===== config.mk =====
export PLATFORM = sky130hd
export DESIGN_NAME = scoreboard_serial_packet_parser_core
export DESIGN_NICKNAME = d
export VERILOG_FILES = /design/src/rtl/sbp_pkg.sv /design/src/rtl/scoreboard_serial_packet_parser_core.sv /design/src/rtl/sbp_parser.sv /design/src/rtl/sbp_decode.sv /design/src/rtl/sbp_outbuf.sv
export SDC_FILE = /design/constraint.sdc
export NUM_CORES = 1
export LEC_CHECK = 0
export BUFFER_PORTS_ARGS = -buffer_cell sky130_fd_sc_hd__buf_2
export CAP_MARGIN = 20
export CORE_MARGIN = 3
export CORE_UTILIZATION = 55
export DETAILED_ROUTE_END_ITERATION = 10
export HOLD_SLACK_MARGIN = 0.02
export MAX_ROUTING_LAYER = met4
export PLACE_DENSITY = 0.71
export SYNTH_ARGS = -nofsm -noshare
export SYNTH_HDL_FRONTEND = slang
export SYNTH_HIERARCHICAL = 1
export SYNTH_SLANG_ARGS = --single-unit

===== constraint.sdc =====
create_clock -name clk -period 8.6 [get_ports clk]
set_input_delay 0.43 -clock clk [delete_from_list [all_inputs] [get_ports clk]]
set_output_delay 0.43 -clock clk [all_outputs]
set_load 0.02 [all_outputs]

===== src/rtl/sbp_pkg.sv =====
// Shared types, packet codes and the digit helper for the scoreboard packet parser.
// Used by every module of the block; depends on nothing.
package sbp_pkg;

    // Packet framing and type codes
    localparam logic [7:0] SOP_BYTE       = 8'h0A;
    localparam logic [7:0] TYPE_HOME      = 8'h00;
    localparam logic [7:0] TYPE_PERIOD    = 8'h02;
    localparam logic [7:0] TYPE_AWAY      = 8'h03;
    localparam logic [7:0] TYPE_STARTSTOP = 8'h30;
    localparam logic [7:0] TYPE_TIME      = 8'h0C;
    localparam logic [7:0] TYPE_SUBMIN    = 8'h41;
    localparam logic [7:0] TYPE_SHOT      = 8'h12;
    localparam logic [7:0] CLK_START      = 8'h20;
    localparam logic [7:0] CLK_STOP       = 8'h40;
    localparam logic [7:0] SUBMIN_ON      = 8'h4E;
    localparam logic [3:0] BLANK_NIBBLE   = 4'hF;

    localparam int TIME_SLOTS = 4;
    localparam int PAIR_SLOTS = 2;

    typedef enum logic [9:0] {
        PH_END       = 10'b00_0000_0001,
        PH_ADDR      = 10'b00_0000_0010,
        PH_STARTSTOP = 10'b00_0000_0100,
        PH_TIME      = 10'b00_0000_1000,
        PH_HOME      = 10'b00_0001_0000,
        PH_AWAY      = 10'b00_0010_0000,
        PH_PERIOD    = 10'b00_0100_0000,
        PH_SUBMIN    = 10'b00_1000_0000,
        PH_SHOT      = 10'b01_0000_0000,
        PH_UNKNOWN   = 10'b10_0000_0000
    } phase_t;

    typedef logic [6:0] slot_t;

    typedef struct packed {
        slot_t [TIME_SLOTS-1:0] time_d;
        slot_t [PAIR_SLOTS-1:0] home_d;
        slot_t [PAIR_SLOTS-1:0] away_d;
        slot_t [PAIR_SLOTS-1:0] shot_d;
        logic [6:0]             period;
        logic                   running;
        logic                   last_min;
    } store_t;

    // Parser output: stored packet data for the decoder plus the emit strobe for the output buffer
    typedef struct packed {
        logic   fire;
        store_t data;
    } parse_out_t;

    typedef struct packed {
        logic [8:0] home_score;
        logic [8:0] guest_score;
        logic [7:0] minutes;
        logic [7:0] seconds;
        logic [6:0] period;
        logic [7:0] shot_clock;
        logic       clock_running;
        logic       under_one_minute;
    } result_t;

    // Blank display digit reads as zero
    function automatic logic [3:0] digit_val(input logic [3:0] n);
        digit_val = (n == BLANK_NIBBLE) ? 4'd0 : n;
    endfunction

endpackage


===== src/rtl/scoreboard_serial_packet_parser_core.sv =====
// Scoreboard serial packet parser, top level. Depends on sbp_pkg and its submodules.
// Throughput: one byte per cycle while rx_ready is high; each byte is parsed in the cycle
// it is accepted. The closing byte of a game-time packet pushes its item into the output
// register, or its skid entry if the output register is occupied; it is held until taken.
// rx_ready drops only when both the output register and its skid entry are full.
// Reset (rst_n low, asynchronous): parser at end of packet, stored data zero, output empty.
module scoreboard_serial_packet_parser_core
    import sbp_pkg::*;
(
    input  logic       clk,
    input  logic       rst_n,
    input  logic       rx_valid,
    output logic       rx_ready,
    input  logic [7:0] rx_byte,
    output logic       res_valid,
    input  logic       res_ready,
    output logic [8:0] home_score,
    output logic [8:0] guest_score,
    output logic [7:0] minutes,
    output logic [7:0] seconds,
    output logic [6:0] period,
    output logic [7:0] shot_clock,
    output logic       clock_running,
    output logic       under_one_minute
);

    logic       take;
    logic       space;
    parse_out_t po;
    result_t    dec_res;
    result_t    out_res;

    assign rx_ready = space;
    assign take     = rx_valid && space;

    sbp_parser u_parser (
        .clk     (clk),
        .rst_n   (rst_n),
        .take    (take),
        .rx_byte (rx_byte),
        .po      (po)
    );

    sbp_decode u_decode (
        .data (po.data),
        .res  (dec_res)
    );

    sbp_outbuf u_outbuf (
        .clk       (clk),
        .rst_n     (rst_n),
        .push      (po.fire),
        .push_data (dec_res),
        .space     (space),
        .out_valid (res_valid),
        .out_ready (res_ready),
        .out_data  (out_res)
    );

    assign home_score       = out_res.home_score;
    assign guest_score      = out_res.guest_score;
    assign minutes          = out_res.minutes;
    assign seconds          = out_res.seconds;
    assign period           = out_res.period;
    assign shot_clock       = out_res.shot_clock;
    assign clock_running    = out_res.clock_running;
    assign under_one_minute = out_res.under_one_minute;

endmodule


===== src/rtl/sbp_parser.sv =====
// Byte-level packet state machine and per-type data store.
// Depends on sbp_pkg.
module sbp_parser
    import sbp_pkg::*;
(
    input  logic       clk,
    input  logic       rst_n,
    input  logic       take,
    input  logic [7:0] rx_byte,
    output parse_out_t po
);

    phase_t     phase_reg, phase_next;
    logic [2:0] count_reg, count_next;
    store_t     store_reg, store_next;
    logic       fire;

    always_comb
    begin
        phase_next = phase_reg;
        count_next = count_reg;
        store_next = store_reg;
        fire       = 1'b0;
        if (take)
        begin
            if (phase_reg != PH_END && rx_byte[7])
            begin
                // close the packet; only a game-time packet yields an item
                fire       = (phase_reg == PH_TIME);
                phase_next = PH_END;
                count_next = 3'd0;
            end
            else
            begin
                case (phase_reg)
                    PH_END:
                    begin
                        if (rx_byte == SOP_BYTE)
                            phase_next = PH_ADDR;
                    end
                    PH_ADDR:
                    begin
                        if (rx_byte == TYPE_HOME)
                            phase_next = PH_HOME;
                        else if (rx_byte == TYPE_PERIOD)
                            phase_next = PH_PERIOD;
                        else if (rx_byte == TYPE_AWAY)
                            phase_next = PH_AWAY;
                        else if (rx_byte == TYPE_STARTSTOP)
                            phase_next = PH_STARTSTOP;
                        else if (rx_byte == TYPE_TIME)
                            phase_next = PH_TIME;
                        else if (rx_byte == TYPE_SUBMIN)
                            phase_next = PH_SUBMIN;
                        else if (rx_byte == TYPE_SHOT)
                            phase_next = PH_SHOT;
                        else
                            phase_next = PH_UNKNOWN;
                    end
                    PH_PERIOD:
                    begin
                        store_next.period = rx_byte[6:0];
                    end
                    PH_SHOT:
                    begin
                        if (count_reg < 3'(PAIR_SLOTS))
                        begin
                            store_next.shot_d[count_reg[0]] = rx_byte[6:0];
                            count_next = count_reg + 3'd1;
                        end
                    end
                    PH_HOME:
                    begin
                        if (count_reg < 3'(PAIR_SLOTS))
                        begin
                            store_next.home_d[count_reg[0]] = rx_byte[6:0];
                            count_next = count_reg + 3'd1;
                        end
                    end
                    PH_AWAY:
                    begin
                        if (count_reg < 3'(PAIR_SLOTS))
                        begin
                            store_next.away_d[count_reg[0]] = rx_byte[6:0];
                            count_next = count_reg + 3'd1;
                        end
                    end
                    PH_TIME:
                    begin
                        if (count_reg < 3'(TIME_SLOTS))
                        begin
                            store_next.time_d[count_reg[1:0]] = rx_byte[6:0];
                            count_next = count_reg + 3'd1;
                        end
                    end
                    PH_STARTSTOP:
                    begin
                        if (rx_byte == CLK_START)
                            store_next.running = 1'b1;
                        if (rx_byte == CLK_STOP)
                            store_next.running = 1'b0;
                    end
                    PH_SUBMIN:
                    begin
                        // drop the flag byte while the clock is stopped
                        if (store_reg.running)
                            store_next.last_min = (rx_byte == SUBMIN_ON);
                    end
                    default:
                    begin
                    end
                endcase
            end
        end
    end

    always_ff @(posedge clk or negedge rst_n)
    begin
        if (!rst_n)
        begin
            phase_reg <= PH_END;
            count_reg <= 3'd0;
            store_reg <= '0;
        end
        else
        begin
            phase_reg <= phase_next;
            count_reg <= count_next;
            store_reg <= store_next;
        end
    end

    // store is unchanged by a closing byte, so the registered copy is current
    assign po.fire = fire;
    assign po.data = store_reg;

endmodule


===== src/rtl/sbp_decode.sv =====
// Converts stored digit bytes into binary score, clock and status values.
// Depends on sbp_pkg.
module sbp_decode
    import sbp_pkg::*;
(
    input  store_t  data,
    output result_t res
);

    function automatic logic [7:0] two_digits(input slot_t hi, input slot_t lo);
        two_digits = 8'(digit_val(hi[3:0])) * 8'd10 + 8'(digit_val(lo[3:0]));
    endfunction

    // hundreds in bits 6:5; the units nibble is taken raw, blank included
    function automatic logic [8:0] score(input slot_t hi, input slot_t lo);
        score = 9'(hi[6:5]) * 9'd100 + 9'(digit_val(hi[3:0])) * 9'd10 + 9'(lo[3:0]);
    endfunction

    always_comb
    begin
        res.home_score       = score(data.home_d[0], data.home_d[1]);
        res.guest_score      = score(data.away_d[0], data.away_d[1]);
        res.minutes          = two_digits(data.time_d[0], data.time_d[1]);
        res.seconds          = two_digits(data.time_d[2], data.time_d[3]);
        res.period           = data.period;
        res.shot_clock       = two_digits(data.shot_d[0], data.shot_d[1]);
        res.clock_running    = data.running;
        res.under_one_minute = data.last_min;
    end

endmodule


===== src/rtl/sbp_outbuf.sv =====
// Output register with one skid entry; ready toward the input comes from a register.
// Depends on sbp_pkg.
module sbp_outbuf
    import sbp_pkg::*;
(
    input  logic    clk,
    input  logic    rst_n,
    input  logic    push,
    input  result_t push_data,
    output logic    space,
    output logic    out_valid,
    input  logic    out_ready,
    output result_t out_data
);

    logic    out_valid_reg, out_valid_next;
    logic    skid_valid_reg, skid_valid_next;
    result_t out_data_reg, out_data_next;
    result_t skid_data_reg, skid_data_next;
    logic    pop;

    assign pop = out_valid_reg && out_ready;

    always_comb
    begin
        out_valid_next  = out_valid_reg;
        skid_valid_next = skid_valid_reg;
        out_data_next   = out_data_reg;
        skid_data_next  = skid_data_reg;
        if (pop)
        begin
            if (skid_valid_reg)
            begin
                // advance the skid entry; no push can arrive while it is full
                out_data_next   = skid_data_reg;
                skid_valid_next = 1'b0;
            end
            else if (push)
            begin
                out_data_next = push_data;
            end
            else
            begin
                out_valid_next = 1'b0;
            end
        end
        else if (push)
        begin
            if (!out_valid_reg)
            begin
                out_data_next  = push_data;
                out_valid_next = 1'b1;
            end
            else
            begin
                skid_data_next  = push_data;
                skid_valid_next = 1'b1;
            end
        end
    end

    always_ff @(posedge clk or negedge rst_n)
    begin
        if (!rst_n)
        begin
            out_valid_reg  <= 1'b0;
            skid_valid_reg <= 1'b0;
        end
        else
        begin
            out_valid_reg  <= out_valid_next;
            skid_valid_reg <= skid_valid_next;
        end
    end

    always_ff @(posedge clk)
    begin
        out_data_reg  <= out_data_next;
        skid_data_reg <= skid_data_next;
    end

    assign space     = !skid_valid_reg;
    assign out_valid = out_valid_reg;
    assign out_data  = out_data_reg;

endmodule

==> results_dict.tcl, run 1 <==
set metrics [dict create \
    outcome "complete, no violations" \
    peakVddDrop_v 0.000160 \
    dp_cells 933 \
    cp_top_family "adder cells" \
    drt_iter0_drc 322 \
    grt_pass1_wl_mm 26.8 \
    layout.cells.most_common "edfxtp_1" \
    antenna_found_initial 0 \
    final_util_pct 63.3 \
    detailed_place.area_sq_mm 0.00959 \
    finalSetupViolations 0 \
    die_area_sq_mm 0.0183 \
    globalplace.congestion 0.953 \
    maxSlewViolCount 0 \
    crit_path_end_kind "flop" \
    post_cts_resized 0 \
    htree_levels 4 \
    worst-path-buf-inv 2 \
    worstSetupPathType "flop to flop" \
    cp_max_fo 4 \
    die_w_microns 135 \
    max_freq_mhz 274 \
    final_cells 966 \
    clock_path_buffers 2 \
    fin_crit_sh_pct 42.5 \
    drive_gt1_share_pct 28.1 \
    gr-usage-all-layers_pct 19.2 \
    dp_hpwl_mm 11.5 \
    syn_area_sq_mm 0.00918 \
    postCtsSetupBuffers 0 \
    cts_tree "yes" \
    skew_ps 11.7 \
    powerDensity_mw_per_mm2 168 \
    cts.sinks 170 \
    min_path_type "input pin to async pin" \
    slew_headroom_pct 27.1 \
    slowest_stage "fa_1" \
    port-buffer-count 64 \
    cp_common_cell "ha_1" \
    clkTransAtPathRegs_ps 70 \
    period_needed_ps 3650 \
    grt_pass1_vias 5616 \
    finalWirelength_mm 16.4 \
    ant_nets 0 \
    start_util_pct 57.0 \
    largest_reg_flops 53 \
    yosysWarnings 6 \
    syn_inst 684 \
    vias 5383 \
    numCtsBuffers 17 \
    io_pins 65 \
    max_cap_viol_count 0 \
    cpPeakStageDelay_ps 390 \
    fillers 1218 \
    grt_overflow_total 0 \
    worst_slew_pin_slew_ps 1090 \
    std_cell_rows 46 \
    layout_common_cells "edfxtp_1, dfrtp_1, buf_2" \
    cts_hold_buf 0 \
    wl_per_cell_microns 16.9 \
    drtPass1Iterations 4 \
    tns_ps 0 \
    p_leak_nw 4.46 \
    synthesis.nets 765 \
    insertedDiodeCount 0 \
    crit_chain "inv_1 -> o31ai_4 -> inv_1 -> ha_1 -> ha_1 -> fa_1 -> xnor2_1 -> ha_1 -> ha_1 -> and3_1 -> a221oi_2 -> xnor2_1 -> mux2_4" \
    syn_to_final_growth_pct 11.2 \
    final_area_sq_mm 0.0102 \
    worstSetupStartpointType "flop" \
    clock-root-buffer "clkbuf_16" \
    synth_area_per_cell_sq_um 13.4 \
    arrival_ps 3830 \
    required_ps 8780 \
    nets 818 \
    hold_viol 0 \
    rsz0062_at_grt "no" \
    grt_max_degree 69 \
    clkLatencyLatePin_ps 420 \
    die_h_microns 135 \
    route.detailed.drc 0 \
    fin_total_pwr_mw 1.72 \
    core_area_sq_mm 0.0161 \
    routed_via_density 5.57 \
]
-- worst register-to-register path, stage by stage, from the launching register on --
cell and delay, ps:
dfrtp_1 380, inv_1 90, o31ai_4 300, inv_1 80, ha_1 310, ha_1 230
fa_1 390, xnor2_1 200, ha_1 270, ha_1 340, and3_1 200, a221oi_2 240
xnor2_1 120, mux2_4 260
-- final timing paths --
kind | startpoint | end | slack, ps | depth (start not counted)
max | u_parser/po[23] | u_outbuf/out_data[41] | 4950 | 13
min | rst_n | u_parser/po[12] | 190 | 2
max reg2reg | u_parser/po[23] | u_outbuf/out_data[41] | 4950 | 13
min reg2reg | u_parser/po[0] | u_outbuf/skid_data_reg[0] | 490 | 0
max in group asynchronous | rst_n | u_outbuf/skid_valid_reg | 7860 | 2
min in group clk | res_ready | u_outbuf/skid_valid_reg | 280 | 2
-- through the flow --
| stage | hold WS [ps] | setup WS (ps) |
|---|---|---|
| final | 187 | 4950 |
| after global routing | 262 | 4800 |
| after CTS | 210 | 4960 |
| after detailed placement | 466 | 4950 |
| after global placement | 466 | 5090 |
| after floorplan | 134 | 4190 |
-- report_power, final --
group          leakage, nW  internal, mW  switching, mW
sequential            1.64         0.868         0.0146
combinational         2.52        0.0294         0.0638
clock                0.298         0.436          0.304
total                 4.46          1.33          0.382
-- area by class of cell --
class / instances / area (sq um) / share of cell area (%)
sequential: 170 / 4770 / 46.7
multi-input combinational: 425 / 4010 / 39.3
clock buffer: 24 / 534 / 5.23
timing repair buffer: 68 / 370 / 3.63
tap: 216 / 270 / 2.65
inverter: 55 / 206 / 2.02
clock inverter: 8 / 53.8 / 0.527
-- layer usage --
metal | GRT usage (%) | routed length, microns
met3 | 4.23 | 707
met4 | 7.28 | 292
met2 | 32.2 | 8260
met1 | 22.8 | 7110
met5 | - | 0
No activity file was read; power rests on OpenSTA's default activity.
==> run 2: changes to the inputs <==
==> constraint.sdc (replaced) <==
create_clock -name clk -period 3.5 [get_ports clk]
set_input_delay 0.175 -clock clk [delete_from_list [all_inputs] [get_ports clk]]
set_output_delay 0.175 -clock clk [all_outputs]
set_load 0.02 [all_outputs]
==> run 2 against run 1 <==
Compared with the run above: clock skew up 3.1 ps; critical endpoint unchanged; die area did not move; cell area is 1.1% higher; flip-flop and latch count did not move; clock power up 150%; largest power group unchanged; wire length grew 1.1%.
==> results_dict.tcl, run 2 (synthesis gave the netlist of run 1 again) <==
set metrics [dict create \
    crit_path_end_kind "flop" \
    min_path_cells 2 \
    maxSlewViolCount 0 \
    clkTransAtPathRegs_ps 60 \
    drtPass1Iterations 5 \
    reg2reg_from "u_parser/po[25]" \
    grt_use_met1_pct 23.9 \
    fillers 1184 \
    layout.cells.most_common "edfxtp_1" \
    worstSetupStartpointType "flop" \
    min_from "rx_byte[4]" \
    io_pins 65 \
    cts_tree "yes" \
    powerDensity_mw_per_mm2 409 \
    detailed_place.area_sq_mm 0.00964 \
    die_area_sq_mm 0.0183 \
    drive_gt1_share_pct 30.2 \
    wl_per_cell_microns 17.0 \
    globalplace.congestion 0.938 \
    seqPwrFrac_pct 51.4 \
    syn_to_final_growth_pct 12.5 \
    dp_hpwl_mm 11.7 \
    die_w_microns 135 \
    outcome "complete, no violations" \
    cts.sinks 170 \
    std_cell_rows 46 \
    fin_crit_sh_pct 95.8 \
    p_sw_share_pct 22.0 \
    rsz0062_at_grt "no" \
    worstSetupPathType "flop to flop" \
    r2r_slack_ps 150 \
    slew_headroom_pct 25.3 \
    max_freq_mhz 298 \
    routed_via_density 5.58 \
    rr_worst_depth 13 \
    numCtsBuffers 17 \
    nets 827 \
    clockPowerShare_pct 43.2 \
    min_path_type "input pin to flop" \
    worst_slew_pin_slew_ps 1120 \
    ant_nets 0 \
    comb_power_share_pct 5.4 \
    grt_pass1_vias 5528 \
    start_util_pct 57.0 \
    skew_ps 14.8 \
    final_area_sq_mm 0.0103 \
    layout_setup_ws_ps 146 \
    required_ps 3670 \
    hold_viol 0 \
    largest_reg_flops 53 \
    grt_overflow_total 0 \
    grt_max_degree 42 \
    route.detailed.drc 0 \
    finalWirelength_mm 16.5 \
    cp_max_fo 4 \
    clkLatencyLatePin_ps 430 \
    use_met2_pct 31.7 \
    die_h_microns 135 \
    whs_ps 90.4 \
    layout_common_cells "edfxtp_1, dfrtp_1, buf_2" \
    met3_usage_pct 4.57 \
    p_leak_nw 4.51 \
    r2r-end "u_outbuf/out_data[41]" \
    grt_busiest_layer "met2" \
    clock-root-buffer "clkbuf_16" \
    min_to "u_parser/po[6]" \
    core_area_sq_mm 0.0161 \
    antenna_found_initial 0 \
    drt_iter0_drc 439 \
    port-buffer-count 64 \
    vias 5442 \
    arrival_ps 3520 \
    max_cap_viol_count 0 \
    htree_levels 4 \
    finalSetupViolations 0 \
    grt_pass1_wl_mm 27.0 \
    period_needed_ps 3350 \
    insertedDiodeCount 0 \
    p_switching_mw 0.927 \
    clock_path_buffers 2 \
    gr-usage-all-layers_pct 19.2 \
    peakVddDrop_v 0.000319 \
    power.internal_mw 3.29 \
    dp_slack_ps -24.0 \
]
run 2: changes by cell type in the layout (fill, tap and decap cells not counted), moves of 2 or more:
cell | previous run | this run
a31oi_2 | 0 | 2
inv_1 | 55 | 52
ha_1 | 55 | 53
a31oi_1 | 21 | 19
buf_4 | 3 | 10
inv_2 | 0 | 3
dlygate4sd3_1 | 0 | 2
run 2: through the flow:
stage / power, mW / util, % / cells / TNS [ps]
3_5_place_dp: 2.43 / 59.8 / 938 / -24.0
6_report: 4.22 / 64.1 / 975 / 0
4_1_cts: 4.26 / 63.8 / 975 / 0
2_1_floorplan: 2.36 / - / 684 / 0
3_3_place_gp: 2.42 / 59.8 / 938 / 0
5_1_grt: 4.38 / 64.1 / 975 / 0
run 2: routing by layer:
layer,vias to the layer above,part of all wire [%]
met4,0,1.4
li1,2590,-
met5,-,0
met3,21,4.6
met2,152,51
met1,2679,43
run 2: critical path, stage by stage (launching register included):
cell	delay (ps)
dfrtp_1	420
inv_2	80
o31ai_4	180
inv_1	60
ha_1	300
ha_2	210
fa_2	380
xnor2_2	150
ha_1	310
ha_4	230
and3_4	180
a221oi_2	240
xnor2_1	110
mux2_4	260
run 2: timing repair:
action                     CTS  global route
hold endpoints to repair    30             0
resized for setup            1             9
hold buffers                 2             0
pin swaps                    1             5
setup endpoints to repair    1             2
setup buffers                3             0
run 2: area by class of cell:
class / instances / area (sq um) / share of cell area, %
timing repair buffer: 77 / 435 / 4.22
clock inverter: 8 / 51.3 / 0.497
multi-input combinational: 425 / 4050 / 39.2
tap: 216 / 270 / 2.62
inverter: 55 / 206 / 2.00
sequential: 170 / 4770 / 46.2
clock buffer: 24 / 544 / 5.27
run 2: worst max-delay path by stage:
| stage | startpoint | end | slack (ps) | depth (start not counted) |
|---|---|---|---|---|
| final | u_parser/po[25] | u_outbuf/out_data[41] | 150 | 13 |
| after global routing | u_parser/po[25] | u_outbuf/out_data[41] | 30 | 13 |
| after CTS | u_parser/po[25] | u_outbuf/out_data[41] | 6 | 13 |
| after detailed placement | u_parser/po[23] | u_outbuf/out_data[41] | -20 | 13 |
| after global placement | u_parser/po[23] | u_outbuf/out_data[41] | 80 | 13 |
| after floorplan | u_parser/po[23] | u_outbuf/out_data[41] | 100 | 13 |
run 2: power by group through the flow:
stage	Combinational, mW	Sequential (mW)	Clock [mW]
2_1_floorplan	0.168	2.19	0
3_3_place_gp	0.213	2.21	0
3_5_place_dp	0.221	2.21	0
4_1_cts	0.225	2.17	1.87
5_1_grt	0.257	2.17	1.95
6_report	0.227	2.17	1.82
